===== src/design/sqa_pkg.sv =====
// Shared constants, types and helpers of the sorted sleep queue alarm block.
// Used by the interfaces, the controller and the top level.
`default_nettype none

package sqa_pkg;

    // Queue geometry and field widths
    localparam int QUEUE_DEPTH = 16;
    localparam int TIME_BITS   = 32;
    localparam int PTR_W       = $clog2(QUEUE_DEPTH);
    localparam int CNT_W       = $clog2(QUEUE_DEPTH + 1);
    localparam int ID_W        = 8;
    localparam int DELAY_W     = 31;
    localparam int NOW_W       = 32;
    localparam int SUM_W       = ((TIME_BITS > DELAY_W) ? TIME_BITS : DELAY_W) + 1;

    typedef logic [TIME_BITS-1:0] time_t;
    typedef logic [PTR_W-1:0]     ptr_t;
    typedef logic [CNT_W-1:0]     cnt_t;
    typedef logic [ID_W-1:0]      id_t;

    // One queue entry as held in the RAM
    typedef struct packed {
        time_t wake;
        id_t   id;
    } entry_t;

    localparam int ENTRY_W = $bits(entry_t);

    typedef enum logic [1:0] {
        KIND_WOKEN  = 2'd0,
        KIND_ACTION = 2'd1,
        KIND_ACCEPT = 2'd2,
        KIND_FULL   = 2'd3
    } kind_t;

    typedef enum logic [1:0] {
        ACT_NONE    = 2'd0,
        ACT_YIELD   = 2'd1,
        ACT_DISABLE = 2'd2
    } action_t;

    typedef enum logic [2:0] {
        ST_IDLE,
        ST_INSERT,
        ST_PLACE,
        ST_REPLY,
        ST_SCAN,
        ST_ACTION
    } state_t;

    typedef enum logic {
        OP_SLEEP = 1'b0,
        OP_TICK  = 1'b1
    } op_t;

    // Physical slot of a logical queue position: head plus offset, modulo the depth
    function automatic ptr_t wrap_addr(input ptr_t head, input ptr_t offset);
        logic [PTR_W:0] sum;
        sum = {1'b0, head} + {1'b0, offset};
        if (sum >= (PTR_W + 1)'(QUEUE_DEPTH))
            sum = sum - (PTR_W + 1)'(QUEUE_DEPTH);
        return sum[PTR_W-1:0];
    endfunction

    // Wake time: now plus delay, clamped at the counter maximum
    function automatic time_t sat_wake(input logic [NOW_W-1:0] now_ticks,
                                       input logic [DELAY_W-1:0] delay);
        logic [SUM_W-1:0] sum;
        time_t            now_t;
        now_t = TIME_BITS'(now_ticks);
        sum   = SUM_W'(now_t) + SUM_W'(delay);
        if (sum[SUM_W-1:TIME_BITS] != '0)
            return '1;
        return sum[TIME_BITS-1:0];
    endfunction

endpackage

`default_nettype wire


===== src/design/sqa_req_if.sv =====
// Request channel of the sleep queue: valid/ready handshake with one request word.
// Depends on sqa_pkg for the field widths.
`default_nettype none

interface sqa_req_if;
    logic                          valid;
    logic                          ready;
    logic                          operation;
    logic [sqa_pkg::ID_W-1:0]      thread_id;
    logic [sqa_pkg::DELAY_W-1:0]   delay;
    logic [sqa_pkg::NOW_W-1:0]     now_ticks;
    logic                          idle_mode;
    logic                          future_pending;

    modport source (
        output valid, operation, thread_id, delay, now_ticks, idle_mode, future_pending,
        input  ready
    );

    modport sink (
        input  valid, operation, thread_id, delay, now_ticks, idle_mode, future_pending,
        output ready
    );
endinterface

`default_nettype wire


===== src/design/sqa_rsp_if.sv =====
// Result channel of the sleep queue: valid/ready handshake with one result word.
// Depends on sqa_pkg for the field widths.
`default_nettype none

interface sqa_rsp_if;
    logic                     valid;
    logic                     ready;
    logic [1:0]               kind;
    logic [sqa_pkg::ID_W-1:0] woken_id;
    logic [1:0]               action;
    logic                     last;

    modport source (
        output valid, kind, woken_id, action, last,
        input  ready
    );

    modport sink (
        input  valid, kind, woken_id, action, last,
        output ready
    );
endinterface

`default_nettype wire


===== src/design/sqa_ram.sv =====
// Generic simple dual-port RAM: one write port, one read port with registered data.
// Standalone; the sleep queue instantiates it for its entries.
`default_nettype none

module sqa_ram #(
    parameter int DEPTH  = 16,
    parameter int WIDTH  = 40,
    parameter int ADDR_W = $clog2(DEPTH)
) (
    input  wire logic              clk,
    input  wire logic              we,
    input  wire logic [ADDR_W-1:0] waddr,
    input  wire logic [WIDTH-1:0]  wdata,
    input  wire logic [ADDR_W-1:0] raddr,
    output logic      [WIDTH-1:0]  rdata
);

    logic [WIDTH-1:0] mem [DEPTH];

    // Write port
    always_ff @(posedge clk)
    begin
        if (we)
            mem[waddr] <= wdata;
    end

    // Registered read port
    always_ff @(posedge clk)
    begin
        rdata <= mem[raddr];
    end

endmodule

`default_nettype wire


===== src/design/sqa_ctrl.sv =====
// Sequencer of the sleep queue: sorted insert, release scan and the result register.
// Depends on sqa_pkg, the request/result interfaces and an external entry RAM.
`default_nettype none

module sqa_ctrl (
    input  wire logic             clk,
    input  wire logic             rst_n,
    sqa_req_if.sink               req,
    sqa_rsp_if.source             rsp,
    output logic                  ram_we,
    output sqa_pkg::ptr_t         ram_waddr,
    output sqa_pkg::entry_t       ram_wdata,
    output sqa_pkg::ptr_t         ram_raddr,
    input  wire sqa_pkg::entry_t  ram_rdata
);

    sqa_pkg::state_t  state_reg, state_next;
    sqa_pkg::ptr_t    head_reg, head_next;
    sqa_pkg::cnt_t    count_reg, count_next;
    sqa_pkg::ptr_t    idx_reg, idx_next;
    sqa_pkg::time_t   wake_reg, wake_next;
    sqa_pkg::time_t   now_reg, now_next;
    sqa_pkg::id_t     id_reg, id_next;
    logic             idle_reg, idle_next;
    logic             future_reg, future_next;
    logic             woke_reg, woke_next;
    sqa_pkg::kind_t   reply_kind_reg, reply_kind_next;

    logic             out_valid_reg, out_valid_next;
    sqa_pkg::kind_t   out_kind_reg, out_kind_next;
    sqa_pkg::id_t     out_id_reg, out_id_next;
    sqa_pkg::action_t out_action_reg, out_action_next;
    logic             out_last_reg, out_last_next;

    logic             accept;
    logic             out_free;
    logic             is_full;
    logic             is_empty;
    logic             shift_up;
    logic             due;
    logic             pop;
    sqa_pkg::entry_t  new_entry;
    sqa_pkg::action_t tick_action;

    // Handshake and shared conditions
    assign req.ready = (state_reg == sqa_pkg::ST_IDLE);
    assign accept    = req.valid && req.ready;
    assign out_free  = !out_valid_reg || rsp.ready;
    assign is_full   = (count_reg == sqa_pkg::CNT_W'(sqa_pkg::QUEUE_DEPTH));
    assign is_empty  = (count_reg == '0);
    assign shift_up  = (ram_rdata.wake > wake_reg);
    assign due       = (ram_rdata.wake <= now_reg);
    assign pop       = (state_reg == sqa_pkg::ST_SCAN) && due && out_free;
    assign new_entry = '{wake: wake_reg, id: id_reg};

    // Tick action from the state left after the release
    always_comb
    begin
        if (idle_reg && !woke_reg && is_empty)
            tick_action = future_reg ? sqa_pkg::ACT_NONE : sqa_pkg::ACT_DISABLE;
        else
            tick_action = sqa_pkg::ACT_YIELD;
    end

    // Next state
    always_comb
    begin
        state_next = state_reg;
        case (state_reg)
            sqa_pkg::ST_IDLE:
            begin
                if (accept)
                begin
                    if (sqa_pkg::op_t'(req.operation) == sqa_pkg::OP_TICK)
                        state_next = is_empty ? sqa_pkg::ST_ACTION : sqa_pkg::ST_SCAN;
                    else if (is_full)
                        state_next = sqa_pkg::ST_REPLY;
                    else if (is_empty)
                        state_next = sqa_pkg::ST_PLACE;
                    else
                        state_next = sqa_pkg::ST_INSERT;
                end
            end
            sqa_pkg::ST_INSERT:
            begin
                if (!shift_up)
                    state_next = sqa_pkg::ST_REPLY;
                else if (idx_reg == '0)
                    state_next = sqa_pkg::ST_PLACE;
            end
            sqa_pkg::ST_PLACE:
                state_next = sqa_pkg::ST_REPLY;
            sqa_pkg::ST_REPLY:
            begin
                if (out_free)
                    state_next = sqa_pkg::ST_IDLE;
            end
            sqa_pkg::ST_SCAN:
            begin
                if (!due)
                    state_next = sqa_pkg::ST_ACTION;
                else if (pop && count_reg == sqa_pkg::CNT_W'(1))
                    state_next = sqa_pkg::ST_ACTION;
            end
            sqa_pkg::ST_ACTION:
            begin
                if (out_free)
                    state_next = sqa_pkg::ST_IDLE;
            end
            default:
                state_next = sqa_pkg::ST_IDLE;
        endcase
    end

    // Datapath, RAM accesses and result loading
    always_comb
    begin
        head_next       = head_reg;
        count_next      = count_reg;
        idx_next        = idx_reg;
        wake_next       = wake_reg;
        now_next        = now_reg;
        id_next         = id_reg;
        idle_next       = idle_reg;
        future_next     = future_reg;
        woke_next       = woke_reg;
        reply_kind_next = reply_kind_reg;
        out_kind_next   = out_kind_reg;
        out_id_next     = out_id_reg;
        out_action_next = out_action_reg;
        out_last_next   = out_last_reg;
        out_valid_next  = out_valid_reg && !rsp.ready;
        ram_we          = 1'b0;
        ram_waddr       = sqa_pkg::wrap_addr(head_reg, idx_reg + sqa_pkg::PTR_W'(1));
        ram_wdata       = new_entry;
        ram_raddr       = head_reg;

        case (state_reg)
            sqa_pkg::ST_IDLE:
            begin
                if (accept)
                begin
                    // Latch the request word
                    wake_next   = sqa_pkg::sat_wake(req.now_ticks, req.delay);
                    now_next    = sqa_pkg::TIME_BITS'(req.now_ticks);
                    id_next     = req.thread_id;
                    idle_next   = req.idle_mode;
                    future_next = req.future_pending;
                    woke_next   = 1'b0;
                    idx_next    = sqa_pkg::PTR_W'(count_reg - sqa_pkg::CNT_W'(1));
                    if (is_empty)
                        idx_next = '0;
                    reply_kind_next = is_full ? sqa_pkg::KIND_FULL : sqa_pkg::KIND_ACCEPT;
                    // Start the walk at the tail for a sleep, at the head for a tick
                    if (sqa_pkg::op_t'(req.operation) == sqa_pkg::OP_SLEEP)
                        ram_raddr = sqa_pkg::wrap_addr(head_reg,
                                        sqa_pkg::PTR_W'(count_reg - sqa_pkg::CNT_W'(1)));
                end
            end
            sqa_pkg::ST_INSERT:
            begin
                // Move a later entry up one slot, or drop the new one in behind it
                ram_we = 1'b1;
                if (shift_up)
                begin
                    ram_wdata = ram_rdata;
                    if (idx_reg != '0)
                    begin
                        idx_next  = idx_reg - sqa_pkg::PTR_W'(1);
                        ram_raddr = sqa_pkg::wrap_addr(head_reg,
                                                       idx_reg - sqa_pkg::PTR_W'(1));
                    end
                end
                else
                begin
                    count_next = count_reg + sqa_pkg::CNT_W'(1);
                end
            end
            sqa_pkg::ST_PLACE:
            begin
                // Write the new entry at the front of the walked range
                ram_we     = 1'b1;
                ram_waddr  = sqa_pkg::wrap_addr(head_reg, idx_reg);
                count_next = count_reg + sqa_pkg::CNT_W'(1);
            end
            sqa_pkg::ST_REPLY:
            begin
                if (out_free)
                begin
                    out_valid_next  = 1'b1;
                    out_kind_next   = reply_kind_reg;
                    out_id_next     = id_reg;
                    out_action_next = sqa_pkg::ACT_NONE;
                    out_last_next   = 1'b1;
                end
            end
            sqa_pkg::ST_SCAN:
            begin
                // Release the head entry while due; reread it while the result is held
                if (pop)
                begin
                    out_valid_next  = 1'b1;
                    out_kind_next   = sqa_pkg::KIND_WOKEN;
                    out_id_next     = ram_rdata.id;
                    out_action_next = sqa_pkg::ACT_NONE;
                    out_last_next   = 1'b0;
                    head_next       = sqa_pkg::wrap_addr(head_reg, sqa_pkg::PTR_W'(1));
                    count_next      = count_reg - sqa_pkg::CNT_W'(1);
                    woke_next       = 1'b1;
                    ram_raddr       = sqa_pkg::wrap_addr(head_reg, sqa_pkg::PTR_W'(1));
                end
            end
            sqa_pkg::ST_ACTION:
            begin
                if (out_free)
                begin
                    out_valid_next  = 1'b1;
                    out_kind_next   = sqa_pkg::KIND_ACTION;
                    out_id_next     = '0;
                    out_action_next = tick_action;
                    out_last_next   = 1'b1;
                end
            end
            default:
            begin
                ram_we = 1'b0;
            end
        endcase
    end

    // Control registers
    always_ff @(posedge clk or negedge rst_n)
    begin
        if (!rst_n)
        begin
            state_reg     <= sqa_pkg::ST_IDLE;
            head_reg      <= '0;
            count_reg     <= '0;
            out_valid_reg <= 1'b0;
        end
        else
        begin
            state_reg     <= state_next;
            head_reg      <= head_next;
            count_reg     <= count_next;
            out_valid_reg <= out_valid_next;
        end
    end

    // Payload registers
    always_ff @(posedge clk)
    begin
        idx_reg        <= idx_next;
        wake_reg       <= wake_next;
        now_reg        <= now_next;
        id_reg         <= id_next;
        idle_reg       <= idle_next;
        future_reg     <= future_next;
        woke_reg       <= woke_next;
        reply_kind_reg <= reply_kind_next;
        out_kind_reg   <= out_kind_next;
        out_id_reg     <= out_id_next;
        out_action_reg <= out_action_next;
        out_last_reg   <= out_last_next;
    end

    // Result word
    assign rsp.valid    = out_valid_reg;
    assign rsp.kind     = out_kind_reg;
    assign rsp.woken_id = out_id_reg;
    assign rsp.action   = out_action_reg;
    assign rsp.last     = out_last_reg;

endmodule

`default_nettype wire


===== src/design/sorted_sleep_queue_alarm_core.sv =====
// Top level of the sorted sleep queue alarm: controller plus entry RAM.
// Depends on sqa_pkg, sqa_req_if, sqa_rsp_if, sqa_ram and sqa_ctrl.
//
// Sleeping threads are kept in wake-time order in a circular buffer held in one
// RAM with a registered read, indexed from a head pointer. A sleep request walks
// back from the tail, reading one entry and writing it one slot up each cycle
// while that entry's wake time is later than the new one, and ends with the
// write of the new entry; a rejected request goes straight to its reply. A tick
// releases due threads from the head, popping the head and reading the next head
// through the same read port in the same cycle, and when any entry stays queued
// stops at the first entry that is not yet due. Results go out through a
// registered output word; a stalled result holds the sequencer at that step.
// The RAM needs no clearing after reset.
`default_nettype none

module sorted_sleep_queue_alarm_core (
    input  wire logic clk,
    input  wire logic rst_n,
    sqa_req_if.sink   req,
    sqa_rsp_if.source rsp
);

    logic            ram_we;
    sqa_pkg::ptr_t   ram_waddr;
    sqa_pkg::entry_t ram_wdata;
    sqa_pkg::ptr_t   ram_raddr;
    sqa_pkg::entry_t ram_rdata;

    // Sequencer
    sqa_ctrl u_ctrl (
        .clk       (clk),
        .rst_n     (rst_n),
        .req       (req),
        .rsp       (rsp),
        .ram_we    (ram_we),
        .ram_waddr (ram_waddr),
        .ram_wdata (ram_wdata),
        .ram_raddr (ram_raddr),
        .ram_rdata (ram_rdata)
    );

    // Entry store: wake time and thread id per slot
    sqa_ram #(
        .DEPTH  (sqa_pkg::QUEUE_DEPTH),
        .WIDTH  (sqa_pkg::ENTRY_W),
        .ADDR_W (sqa_pkg::PTR_W)
    ) u_ram (
        .clk   (clk),
        .we    (ram_we),
        .waddr (ram_waddr),
        .wdata (ram_wdata),
        .raddr (ram_raddr),
        .rdata (ram_rdata)
    );

endmodule

`default_nettype wire

===== src/flat_wrapper.sv =====
// flat-port wrapper written by rule: the top's interface ports become plain ports
module sorted_sleep_queue_alarm_core_flat 
  (clk, rst_n, req_valid, req_operation, req_thread_id, req_delay, req_now_ticks, req_idle_mode, req_future_pending, req_ready, rsp_valid, rsp_kind, rsp_woken_id, rsp_action, rsp_last, rsp_ready);
  sqa_req_if req_i ();
  sqa_rsp_if rsp_i ();
  input  wire logic clk;
  input  wire logic rst_n;
  input wire logic [$bits(req_i.valid)-1:0] req_valid;
  input wire logic [$bits(req_i.operation)-1:0] req_operation;
  input wire logic [$bits(req_i.thread_id)-1:0] req_thread_id;
  input wire logic [$bits(req_i.delay)-1:0] req_delay;
  input wire logic [$bits(req_i.now_ticks)-1:0] req_now_ticks;
  input wire logic [$bits(req_i.idle_mode)-1:0] req_idle_mode;
  input wire logic [$bits(req_i.future_pending)-1:0] req_future_pending;
  output wire logic [$bits(req_i.ready)-1:0] req_ready;
  output wire logic [$bits(rsp_i.valid)-1:0] rsp_valid;
  output wire logic [$bits(rsp_i.kind)-1:0] rsp_kind;
  output wire logic [$bits(rsp_i.woken_id)-1:0] rsp_woken_id;
  output wire logic [$bits(rsp_i.action)-1:0] rsp_action;
  output wire logic [$bits(rsp_i.last)-1:0] rsp_last;
  input wire logic [$bits(rsp_i.ready)-1:0] rsp_ready;
  assign req_i.valid = req_valid;
  assign req_i.operation = req_operation;
  assign req_i.thread_id = req_thread_id;
  assign req_i.delay = req_delay;
  assign req_i.now_ticks = req_now_ticks;
  assign req_i.idle_mode = req_idle_mode;
  assign req_i.future_pending = req_future_pending;
  assign req_ready = req_i.ready;
  assign rsp_valid = rsp_i.valid;
  assign rsp_kind = rsp_i.kind;
  assign rsp_woken_id = rsp_i.woken_id;
  assign rsp_action = rsp_i.action;
  assign rsp_last = rsp_i.last;
  assign rsp_i.ready = rsp_ready;
  sorted_sleep_queue_alarm_core u_core (.clk(clk), .rst_n(rst_n), .req(req_i), .rsp(rsp_i));
endmodule

===== config.mk =====
export PLATFORM = sky130hd
export DESIGN_NAME = sorted_sleep_queue_alarm_core_flat
export DESIGN_NICKNAME = d
export VERILOG_FILES = /design/src/design/sqa_pkg.sv /design/src/design/sqa_req_if.sv /design/src/design/sqa_rsp_if.sv /design/src/design/sqa_ram.sv /design/src/design/sqa_ctrl.sv /design/src/design/sorted_sleep_queue_alarm_core.sv /design/src/flat_wrapper.sv
export SDC_FILE = /design/constraint.sdc
export NUM_CORES = 1
export LEC_CHECK = 0
export BUFFER_PORTS_ARGS = -buffer_cell sky130_fd_sc_hd__buf_2
export CAP_MARGIN = 20
export CORE_ASPECT_RATIO = 0.75
export CORE_UTILIZATION = 40
export CTS_CLUSTER_DIAMETER = 80
export DETAILED_ROUTE_END_ITERATION = 12
export SKIP_LAST_GASP = 1
export SYNTH_ARGS = -nofsm -noshare
export SYNTH_HDL_FRONTEND = slang
export SYNTH_SLANG_ARGS = --single-unit

===== constraint.sdc =====
create_clock -name clk -period 4.6 [get_ports clk]
set_input_delay 0.92 -clock clk [delete_from_list [all_inputs] [get_ports clk]]
set_output_delay 0.92 -clock clk [all_outputs]
set_load 0.005 [all_outputs]

* Word level (Yosys, flattened, before mapping)
Memory sizes are Yosys's and may differ from the RTL's. A register that Yosys moved wholly into a read port is not among the register bits.
Cells that the tools add are included.
** Storage, ports and cells
- Flip-flop bits (word level) :: 107
- Bits in latches :: 0
- Memory bits (writable) :: 640
- Memory bits (read-only) :: 0
- Output and inout port bits :: 15
- Logic and storage cells :: 149
- Memories :: 1
** Memories
- u_core.u_ram.mem :: words 16, bits a word 40, read ports 1, clocked after memory_dff 1, write ports 1, line sqa_ram.sv:18 : logic [WIDTH-1:0] mem [DEPTH];
** Operators by class
- Add/sub/neg operators :: 15
- Multipliers :: 0
- Div/mod/pow operators :: 0
- Order comparisons :: 7
- Equality and inequality tests :: 17
- Shift operators :: 0
- Mux-type cells :: 64
- Bitwise operators :: 0
- Reduce and logical (&&, ||, !) cells :: 29
** Operators with widths (number)
- 40-bit 2-to-1 mux :: 2
- 32-bit 2-to-1 mux :: 2
- 4-bit 2-to-1 mux :: 15
- 32-bit by 31-bit adder with 33-bit output :: 1
- 32-bit greater-than comparator :: 1
- 32-bit <= comparator :: 1
- 5-bit greater-or-equal comparator (second input constant) :: 5
- 8-bit 2-to-1 mux :: 3
- 8-bit one-hot mux with 3 select lines :: 1
- 4-bit by 1-bit subtractor with 4-bit output (second input constant) :: 6
- 3-bit 2-to-1 mux :: 7
- 4-bit by 4-bit adder with 5-bit output :: 4
- 2-bit 2-to-1 mux :: 9
- 3-bit one-hot mux with 5 select lines :: 1
- 5-bit one-hot mux with 3 select lines :: 1
- 1-bit 2-to-1 mux :: 14
- 2-bit inequality test (second input constant) :: 6
- 2-bit one-hot mux with 3 select lines :: 2
- 4-bit one-hot mux with 3 select lines :: 1
- 4-bit AND reduction :: 3
- 5-bit 2-to-1 mux :: 2
- 3-bit AND reduction :: 3
- 4-bit one-hot mux with 2 select lines :: 1
- 1-bit logical AND :: 7
- 23 further kinds :: 34

* Logic depth before layout (Yosys ltp)
- Depth in word-level cells :: 7
- Gate-level depth with buffers :: 16
- Depth with buffers taken out :: 14

* By module
A second synthesis with hierarchy kept.
** Unflattened totals
- Cells, all modules :: 1919
- Area total of the unflattened synthesis :: 33368.3 µm²
** Modules (own cells, without submodules)
- sqa_ram :: times used 1, cells each 1040, area an instance 25131.6 µm²
- sqa_ctrl :: times used 1, cells each 879, area an instance 8236.6 µm²

* Least setup slack after synthesis
No wires, ideal clock.
- Kind :: flip-flop to flip-flop
- Start :: reg u_core.u_ctrl.state_reg[2]
- End :: mem u_core.u_ram.mem[6][0] (enable)
- Setup time :: 0.437 ns
- Arrival :: 4.147 ns
- Required time :: 4.163 ns
- Setup slack :: 0.015 ns
- Cell stages (with the launch flop) :: 11
- Cell sequence :: dfrtp_1 > clkbuf_1 > clkbuf_1 > nand2b_1 > nor2_1 > xnor2_1 > ha_1 > inv_1 > fa_1 > or3_1 > nor2_1
** On the way
- Word-level cells in the longest chain between the ends :: 5
** RTL lines
- start: declaration :: line sqa_ctrl.sv:17 : sqa_pkg::state_t state_reg, state_next;
- start signal: assignment :: line sqa_ctrl.sv:236 : state_reg <= sqa_pkg::ST_IDLE;
- start signal: assignment :: line sqa_ctrl.sv:243 : state_reg <= state_next;
- 3-bit by 2-bit equality test with 1-bit output / 3-bit by 1-bit equality test with 1-bit output (equally long branches) :: line sqa_ctrl.sv:138 : case (state_reg)
- 2-bit OR reduction (no line)
- 1-bit 2-to-1 mux :: line sqa_ctrl.sv:138
- 1-bit 2-to-1 mux :: line sqa_ram.sv:23 : if (we)
- 1-bit 2-to-1 mux (not written as such) :: line sqa_ram.sv:24 : mem[waddr] <= wdata;
- end: declaration :: line sqa_ram.sv:18
Parallel ways exist; a longest one is shown, timed or not.

* Final worst setup path
- Start :: reg u_core.u_ram.rdata[23] (read register of u_core.u_ram.mem)
- End :: reg u_core.u_ram.rdata[11] (read register of u_core.u_ram.mem)
** On the way
- Word-level cells in the longest chain between the ends :: 5
** RTL lines
- start: declaration :: line sqa_ram.sv:15 : output logic [WIDTH-1:0] rdata
- 32-bit <= comparator :: line sqa_ctrl.sv:52 : assign due = (ram_rdata.wake <= now_reg);
- 1-bit logical AND (2 in a row) :: line sqa_ctrl.sv:53 : assign pop = (state_reg == sqa_pkg::ST_SCAN) && due && out_free;
- 4-bit 2-to-1 mux :: line sqa_ctrl.sv:200 : if (pop)
- 4-bit one-hot mux with 3 select lines * :: line sqa_ctrl.sv:138
Mark *: on every way between the ends. The rest lies on a longest branch, timed or not.
A chain may end at the register's enable or synchronous reset.

==> results.md <==
* Status: completed
* Reg clk slew, reported paths at 60 ps
* YS warnings at 0
* First-pass GRT wire length at 124000 um
* PortBufs at 92
* Bufs on Longest Clock Path at 3
* Placed Instances at 3402
* Worst Reg-to-Reg Cells at 16
* Vias post-DR at 19400
* Die H at 255 um
* Worst Path Max Fanout at 22
* Hold slack at 181 ps
* Fmax at 0.223 GHz
* Row count at 92
* Critical path startpoint category: flop
* WL/cell at 23.8 um
* Die area at 86400 um^2
* Avg Vias per Cell at 5.49
* Nets at 2544
* Total track usage at 19.4%
* ANT cells at 0
* Starting density of the core at 40.5%
* Most flop-heavy register: u_core.u_ram.mem
* Relative slew margins at 37.4%
* Pin count of the biggest net entering global routing at 41
* Slew Limit Fails at 0
* Core region area at ~84000 um^2
* Async S/R FF share, synth at 1.65%
* Largest regs: u_core.u_ram.mem x640, u_core.u_ram.rdata x40
* Postcts setup bufs at 0
* Critical path class: reg -> reg
* Layout Skew at roughly 24 ps
* Mean Syn Cell Area at about 16 um^2
* CP arrival at between 4000 and 5000 ps
* CP delay by family, top: compound AO/OA/AOI/OAI gates
* H-tree levels at 3
* Final worst-path cycle share at 97.4%
* Finished Layout Cells at ~3500
* Worst min path class: in -> async
* Worst path depth at 16
* Top post-synthesis cells by area: edfxtp_1, mux2i_1, ha_1
* Remaining Overflow, GRT at 0
* Critical path buffers and inverters at 5
* Synth area leader: edfxtp_1
* Synth top area share at 64.6%
* TritonCTS Buffers at 76
* TritonCTS sink count at 786
* Clock Tree Root: clkbuf_16
* Max Cap Viol at 0
* Dpl hpwl at approximately 50000 um
* Syn nets at 2361
* Max reg flops at between 600 and 700
* Die X at 339 um
* Top Ports at 93
* CP endpoint kind: flop
* Mapped cell area at 34100 um^2
* Util after Layout at 46.8%
* Most common cell on crit path: buf_4
* TritonCTS clock tree: built
* Initial antenna violation count at 0
* Routed Wire Length at 84300 um
* CP max-delay cell: mux4_2
* Final Hold Viols at 0
* Synth-to-layout area growth at 15.7%
* Cells after Synth at roughly 2200
* Initial drt markers at 1750
* Seq/Total Area, Yosys at 67.9%
* Netlist cell types at 77
* Finish-stage setup viols at 0
* #FFs+latches synth at around 800
* DRC violation count after routing at 0
* Drt pass-1 iters at 5
* Final Critical Period at ~4500 ps
* WP data required at 5070 ps
* Critical-path cell list: ha_1, nand4_1, nor4_4, buf_4, nand2_1, o31a_1, a211o_1, buf_4, a31oi_1, buf_4, nand2_8, buf_12, buf_12, mux2i_1, mux4_2, a211oi_2
* Primary FF master, synth: edfxtp_1
* Vias in the first global route at ~20000
* CP max stage delay at 490 ps
* Final ANT Viol Nets at 0
* Count of flip-flops with a built-in enable after synthesis at 733
* Slew @ Worst Pin at slightly above 900 ps
* Fraction of layout cells with a size suffix above 1 at about a fifth
* GPL Wtd Cong at about 0.86
* Clock latency on the worst-skew pair at roughly 630 ps
[area by class of cell]
cell class	instances	area (um^2)
tap	1128	1410
fill	7152	44700
timing repair buffer	195	1810
clock inverter	26	260
clock buffer	113	2170
sequential	786	23100
inverter	90	339
multi-input combinational	1203	10300
[synth_stat cells, types with 10 or more instances]
library cell	instances
a32o_1	80
buf_2	26
ha_1	110
inv_1	90
dfrtp_1	13
edfxtp_1	733
mux2i_1	244
and3_1	10
a211oi_2	40
mux4_2	40
nand2_1	236
mux2_2	39
nor2_1	59
a21o_1	30
buf_6	20
nand3_1	21
dfxtp_1	40
o21ai_0	37
nor3_1	10
xnor2_1	24
xor2_1	24
nand4_1	13
clkbuf_1	41
a21oi_1	62
[per-layer routing]
layer  global-route usage, %  part of all wire, %
met2                    31.8                   47
met1                    27.0                   45
met4                    5.35                  2.3
met3                    2.99                  5.5
met5                       0                    0
[cells by family after synthesis]
family | share of synthesized area, %
multiplexers | 11.1
AND/OR/NAND/NOR | 5.19
adder cells (fa/ha/maj) | 4.27
flip-flops | 67.9
XOR/XNOR | 1.23
AO/OA/AOI/OAI | 7.80
buffers and inverters | 2.53
[placed cells by master (no fill, tap or decap), drive strengths merged, types with 5 or more instances in the layout]
| master | n |
|---|---|
| clkbuf | 113 |
| nand4 | 14 |
| mux2i | 244 |
| a21o | 30 |
| inv | 93 |
| a22o | 9 |
| clkinv | 15 |
| nor2 | 59 |
| xnor2 | 24 |
| mux2 | 39 |
| ha | 110 |
| mux4 | 40 |
| nor4 | 5 |
| dfrtp | 13 |
| a32o | 80 |
| or3 | 7 |
| nand3 | 21 |
| dfxtp | 40 |
| a211oi | 46 |
| o211ai | 7 |
| buf | 195 |
| nor2b | 9 |
| a31oi | 7 |
| edfxtp | 733 |
| o21ai | 38 |
| a21oi | 63 |
| xor2 | 24 |
| nor3 | 11 |
| nand2b | 8 |
| nand2 | 237 |
| and3 | 10 |
[through the flow]
step                cell area (um^2)  worst slack [ps]  setup TNS [ps]
floorplan                      34100              15.4               0
global placement               36900             -56.1           -57.8
finish                         39400               118               0
global route                   39400             -39.8           -39.8
CTS                            39400              59.5               0
detailed placement             36900             -83.1           -88.7
[path summary, 6_finish.rpt]
check	start	end	slack, ps
max in group asynchronous	rst_n	u_core.u_ctrl.count_reg[3]	4170
hold / removal	rst_n	u_core.u_ctrl.rsp.valid	180
setup reg to reg	u_core.u_ram.rdata[23]	u_core.u_ram.rdata[11]	120
hold reg to reg	u_core.u_ctrl.reply_kind_reg[0]	u_core.u_ctrl.rsp.kind[0]	520
setup / recovery	u_core.u_ram.rdata[23]	u_core.u_ram.rdata[11]	120
min in group clk	req_thread_id[7]	u_core.u_ctrl.id_reg[7]	480
[repair_timing]
item,4_1_cts,5_1_grt
resized for setup,1,5
hold buffers,0,0
setup endpoints to repair,2,2
pin swaps,0,0
Power is left out: the tool's default activity adds up to more than one toggle a clock period on the data nets, which glitch-free logic cannot reach.
